<file path="src/hw/rtl/mse_pkg.sv">
package mse_pkg;

    // Element width and default capacity
    localparam int DATA_W           = 32;
    localparam int MAX_ELEMENTS_DEF = 64;

    // One element on a link of the chain, with its occupancy bit
    typedef struct packed {
        logic                     valid;
        logic signed [DATA_W-1:0] data;
    } mse_beat_t;

endpackage

</file>
<file path="src/hw/rtl/mse_cell.sv">
module mse_cell (
    input  logic              clk,
    input  logic              rst_n,
    input  logic              shift,       // unload mode: take the right neighbor's element
    input  mse_pkg::mse_beat_t left_fwd,   // element traveling in from the left
    input  mse_pkg::mse_beat_t right_held, // element held by the right neighbor
    output mse_pkg::mse_beat_t fwd,        // element traveling on to the right
    output mse_pkg::mse_beat_t held        // element kept by this cell
);
    import mse_pkg::*;

    logic                     held_valid_reg;
    logic                     held_valid_next;
    logic signed [DATA_W-1:0] held_data_reg;
    logic signed [DATA_W-1:0] held_data_next;
    logic                     fwd_valid_reg;
    logic                     fwd_valid_next;
    logic signed [DATA_W-1:0] fwd_data_reg;
    logic signed [DATA_W-1:0] fwd_data_next;

    // Keep the smaller element, hand the larger one on (ties hand on the newcomer)
    always_comb
    begin
        held_valid_next = held_valid_reg;
        held_data_next  = held_data_reg;
        fwd_valid_next  = 1'b0;
        fwd_data_next   = fwd_data_reg;
        if (shift)
        begin
            held_valid_next = right_held.valid;
            held_data_next  = right_held.data;
        end
        else if (left_fwd.valid)
        begin
            if (!held_valid_reg)
            begin
                held_valid_next = 1'b1;
                held_data_next  = left_fwd.data;
            end
            else if (left_fwd.data < held_data_reg)
            begin
                held_data_next = left_fwd.data;
                fwd_valid_next = 1'b1;
                fwd_data_next  = held_data_reg;
            end
            else
            begin
                fwd_valid_next = 1'b1;
                fwd_data_next  = left_fwd.data;
            end
        end
    end

    // Control bits
    always_ff @(posedge clk or negedge rst_n)
    begin
        if (!rst_n)
        begin
            held_valid_reg <= 1'b0;
            fwd_valid_reg  <= 1'b0;
        end
        else
        begin
            held_valid_reg <= held_valid_next;
            fwd_valid_reg  <= fwd_valid_next;
        end
    end

    // Payload
    always_ff @(posedge clk)
    begin
        held_data_reg <= held_data_next;
        fwd_data_reg  <= fwd_data_next;
    end

    assign held.valid = held_valid_reg;
    assign held.data  = held_data_reg;
    assign fwd.valid  = fwd_valid_reg;
    assign fwd.data   = fwd_data_reg;

endmodule

</file>
<file path="config.mk">
export PLATFORM = sky130hd
export DESIGN_NAME = mse_cell
export DESIGN_NICKNAME = d
export VERILOG_FILES = /design/src/hw/rtl/mse_pkg.sv /design/src/hw/rtl/mse_cell.sv
export SDC_FILE = /design/constraint.sdc
export NUM_CORES = 1
export LEC_CHECK = 0
export BUFFER_PORTS_ARGS = -buffer_cell sky130_fd_sc_hd__buf_2
export CORE_ASPECT_RATIO = 1.2
export CORE_MARGIN = 1.5
export CORE_UTILIZATION = 47
export CTS_CLUSTER_DIAMETER = 200
export CTS_CLUSTER_SIZE = 16
export DETAILED_ROUTE_END_ITERATION = 8
export PLACE_DENSITY = 0.84
export REMOVE_ABC_BUFFERS = 1
export SLEW_MARGIN = 10
export SYNTH_ARGS = -nofsm -noshare
export SYNTH_HDL_FRONTEND = slang
export SYNTH_SLANG_ARGS = --single-unit
</file>
<file path="constraint.sdc">
create_clock -name clk -period 8.3 [get_ports clk]
set_input_delay 2.075 -clock clk [delete_from_list [all_inputs] [get_ports clk]]
set_output_delay 2.075 -clock clk [all_outputs]
set_load 0.005 [all_outputs]
</file>
## Word-level counts from Yosys, hierarchy flattened

Cells that the tools add are included.

| word-level totals | value |
|---|---|
| register bits | 66 |
| input port bits | 69 |
| word-level logic and storage cells | 20 |

| operators by class | value |
|---|---|
| order comparisons | 1 |
| equal/unequal tests | 1 |
| multiplexer cells | 10 |
| bitwise logic cells | 1 |
| reduce and logical (&&, ||, !) cells | 3 |

Operators with widths:

| cell | count |
|---|---|
| two-way mux 32 bit | 5 |
| less-than comparator 32 bit | 1 |
| two-way mux 1 bit | 5 |
| != test 3 x 2 -> 1 bit (second input constant) | 1 |
| AND reduction 3 bit | 1 |
| AND reduction 2 bit | 1 |
| nonzero test 2 bit | 1 |
| NOT 1 bit | 1 |

## Longest topological paths before layout

| depth | value |
|---|---|
| depth in word-level cells | 5 |
| depth in mapped cells | 9 |
| mapped depth without buffers | 8 |

## Worst setup path after synthesis

OpenSTA, ideal clock, no wires.

| timing | value |
|---|---|
| path type | input-to-reg |
| start | in left_fwd[25] (netlist bit) |
| end | reg held_data_reg[0], enable pin |
| setup time | 0.391 ns |
| data arrival time | 4.742 ns |
| required time | 7.909 ns |
| path slack | 3.167 ns |
| cell stages on the path | 8 |
| path buffers | 1 |
| path through | ha_1 a21o_1 a221o_1 a221o_1 o2bb2ai_1 a211oi_4 buf_6 o22a_1 |

| between the ends | value |
|---|---|
| word-level cells in the longest chain between the ends | 3 |

Ends and longest elaborated chain:

| what | RTL line | text |
|---|---|---|
| start, declared | mse_cell.sv:5 | `input mse_pkg::mse_beat_t left_fwd,` |
| less-than comparator 32 bit | mse_cell.sv:40 | `else if (left_fwd.data < held_data_reg)` |
| != test 3 x 2 -> 1 bit (no line) | - |  |
| AND reduction 2 bit (no line) | - |  |
| end signal, assigned | mse_cell.sv:72 | `held_data_reg <= held_data_next;` |
| end, declared | mse_cell.sv:14 | `logic signed [DATA_W-1:0] held_data_reg;` |

No other way between the ends.
A chain may end at the register's enable or synchronous reset.

## Final worst setup path

| timing | value |
|---|---|
| start | in left_fwd[25] (netlist bit) |
| end | reg fwd_data_reg[1], data pin |

| between the ends | value |
|---|---|
| word-level cells in the longest chain between the ends | 2 |

Ends and longest elaborated chain:

| what | RTL line | text |
|---|---|---|
| less-than comparator 32 bit | mse_cell.sv:40 |  |
| two-way mux 32 bit | mse_cell.sv:40 |  |
| end signal, assigned | mse_cell.sv:73 | `fwd_data_reg <= fwd_data_next;` |
| end, declared | mse_cell.sv:18 | `logic signed [DATA_W-1:0] fwd_data_reg;` |

No other way between the ends.

==> impl_metrics.yaml <==
power_and_ir_drop:
  p_int_uw: 674
  comb_power_share_pct: 25.3
  p_switching_uw: 248
  power_frac_seq_pct: 46.3
  power_leakage_nw: 2.17
  switching_share_pct: 26.9
  clkPwrFrac_pct: 28.4
  ir_drop_mv: 0.107
  power_density_nw_per_um2: 199
clocking:
  cts_resized: 0
  clock-sinks: 66
  htreeDepth: 3
  clk_latency_ns: 0.34
  cts_buffer_depth: 2
  root_buffer: "clkbuf_8"
  cts_setup_buffers: 0
  cts_tree: "built"
  numCtsBuffers: 9
  path_clk_slew_ns: 0.07
  ctsHoldBuffers: 0
route:
  routedWlPerCell_um: 15.6
  drc: 0
  antenna_left: 0
  wl_um: 7730
  vias_per_cell: 5.20
  drt_iter0_markers: 65
  drt_first_pass_iters: 4
  vias: 2568
timing:
  slew_headroom_pct: 39.3
  timing.fmax_mhz: 213
  slew_viol_final: 0
  finClkSkew_ns: 0.0148
  fin_ws_ns: 3.61
  final.period_utilization_pct: 56.5
  layout_min_cycle_time_ns: 4.69
  rsz0062_at_grt: "no"
  setup_viol: 0
  tightestPinTransition_ns: 0.909
  fin_tns_setup_ns: 0
  final_hold_viol_count: 0
synth:
  yosysUniqueCellTypes: 30
  synth_area_per_cell_um2: 14.3
  synth.area.top_cells: "edfxtp_1 52%, mux2_4 12%, mux2_2 11%"
  syn_area_um2: 3710
  synth_top_area_share_pct: 51.8
  ys_ff_latch: 66
  synth_warnings: 0
  yosysSeqAreaShare_pct: 53.2
  synth.largest_area_cell: "edfxtp_1"
  syn-instance-count: 260
floorplan:
  die_area_um2: 8430
  initial_utilization_pct: 48.4
  fp.dieW_um: 84.1
  io-pin-count: 135
  die_h_um: 100
  core_um2: 7660
  rows: 35
cells_and_area:
  n_fill_cell: 624
  layout-drive-gt1-share_pct: 54.0
  seq_area_um2: 1970
  n_antenna_cell: 0
  final_cell_area_um2: 4630
  multi_input_area_um2: 1560
  fin_nets: 497
  fin_cells: 494
  areaGrowthSynthToFinish_pct: 24.9
  utilization_pct: 60.4
grt:
  track_usage_pct: 18.1
  grt_pass1_wl_um: 11800
  grt_overflow: 0
  grt_max_degree: 37
  antenna_found_initial: 0
  grt_pass1_vias: 2517
worst_setup_path:
  end_kind: "register"
  crit_required_ns: 8.38
  crit_fanout: 31
  arrival_ns: 4.78
  crit_type: "in2reg"
  cp-start-kind: "input port"
placement:
  place_area_um2: 4450
  post-dp-hpwl_um: 5670
  post-place-ws_ns: 3.27
  gp_congestion: 0.695
  port_buffers: 134
  dpl.cell_count: 478
job:
  max_cap_violations: 0
min_path:
  hold_path.class: "reg2reg"
run_status:
  status: "completed"
kinds of logic after synthesis:
| group | count (synthesis) | share of synthesized area [%] |
|---|---|---|
| flops | 66 | 53.2 |
| fa+ha+maj | 31 | 10.5 |
| compound gates | 28 | 5.16 |
| mux | 64 | 22.4 |
| simple gates | 30 | 3.85 |
| buf+inv | 41 | 4.96 |
path summary, 6_finish.rpt:
kind | cells after the start | start | slack, ns | endpoint
max | 9 | left_fwd[25] | 3.61 | fwd_data_reg[1]
min | 1 | held_data_reg[25] | 0.60 | fwd_data_reg[25]
max reg2reg | 9 | held_data_reg[25] | 5.06 | fwd_data_reg[1]
min reg2reg | 1 | held_data_reg[25] | 0.60 | fwd_data_reg[25]
max in group asynchronous | 1 | rst_n | 6.70 | fwd_valid_reg
min in group asynchronous | 1 | rst_n | 1.51 | held_valid_reg
metal layers:
layer | part of all wire [%] | vias up | track usage (%)
met5 | 0 | - | 0
met4 | 1.5 | 0 | 7.57
met3 | 5.0 | 10 | 3.37
met2 | 52 | 91 | 31.9
met1 | 41 | 1223 | 21.6
li1 | - | 1244 | -
Yosys cell counts:
| library cell | n |
|---|---|
| inv_1 | 32 |
| buf_1 | 1 |
| and4_2 | 2 |
| nand3_1 | 2 |
| buf_6 | 3 |
| nor2_1 | 10 |
| mux2_4 | 29 |
| a221o_1 | 2 |
| nand4_1 | 2 |
| o2bb2ai_1 | 1 |
| o22a_1 | 1 |
| o21ai_0 | 5 |
| a21o_1 | 1 |
| a41oi_1 | 1 |
| ha_1 | 31 |
| a211oi_4 | 1 |
| a21oi_1 | 11 |
| edfxtp_1 | 64 |
| mux2_2 | 35 |
| dfrtp_1 | 2 |
| buf_4 | 2 |
| nand2b_1 | 1 |
| clkbuf_1 | 3 |
| and2_4 | 1 |
| o41ai_1 | 1 |
| nand2_1 | 11 |
| nor2b_1 | 1 |
| a221oi_1 | 1 |
| a211oi_1 | 2 |
| o21ai_1 | 1 |
final cells by class:
type	instances	area share, %
well taps	92	2.49
clock inverters	6	1.24
clock buffers	10	2.76
flip-flops and latches	66	42.6
multi-input cells	153	33.7
repair buffers	135	14.6
inverters	32	2.59
per-stage QoR:
stage	total power [mW]	hold WS (ns)
final	0.922	0.604
after detailed placement	0.670	0.588
after global routing	0.966	0.625
after CTS	0.930	0.608
after floorplan	0.589	0.545
after global placement	0.659	0.548
critical path: stages:
cell and delay, ns:
buf_2 0.11, ha_1 0.30, a21o_1 0.18, a221o_1 0.32, a221o_1 0.39, o2bb2ai_1 0.19
a211oi_4 0.27, buf_4 0.53, mux2_2 0.39
cell usage in the layout (no fill, tap or decap):
cell and count:
and2_4 1, clkinv_1 3, o2bb2ai_1 1, clkbuf_1 1, nand4_1 2, nand3_1 2, buf_4 1, a221oi_1 1
o21ai_1 1, o41ai_1 1, clkinvlp_4 1, dfrtp_1 2, and4_2 2, o21ai_0 5, nor2b_1 1, o22a_2 1
a211oi_4 1, bufinv_16 1, a21oi_1 11, nor2_4 1, mux2_4 29, nand2_1 11, inv_1 32, a21o_1 1
a41oi_1 1, edfxtp_1 64, nand2b_1 1, ha_1 31, clkinv_4 1, nor2_1 9, a211oi_1 2, clkbuf_8 9
mux2_2 35, a221o_1 2, buf_2 134
power by group through the flow:
stage | Combinational, mW | Clock (mW) | Sequential (mW)
floorplan | 0.153 | 0 | 0.436
global placement | 0.226 | 0 | 0.433
detailed placement | 0.236 | 0 | 0.435
CTS | 0.237 | 0.266 | 0.428
global route | 0.257 | 0.279 | 0.430
finish | 0.234 | 0.262 | 0.427
Note: power is estimated with default switching activity, not from simulation.
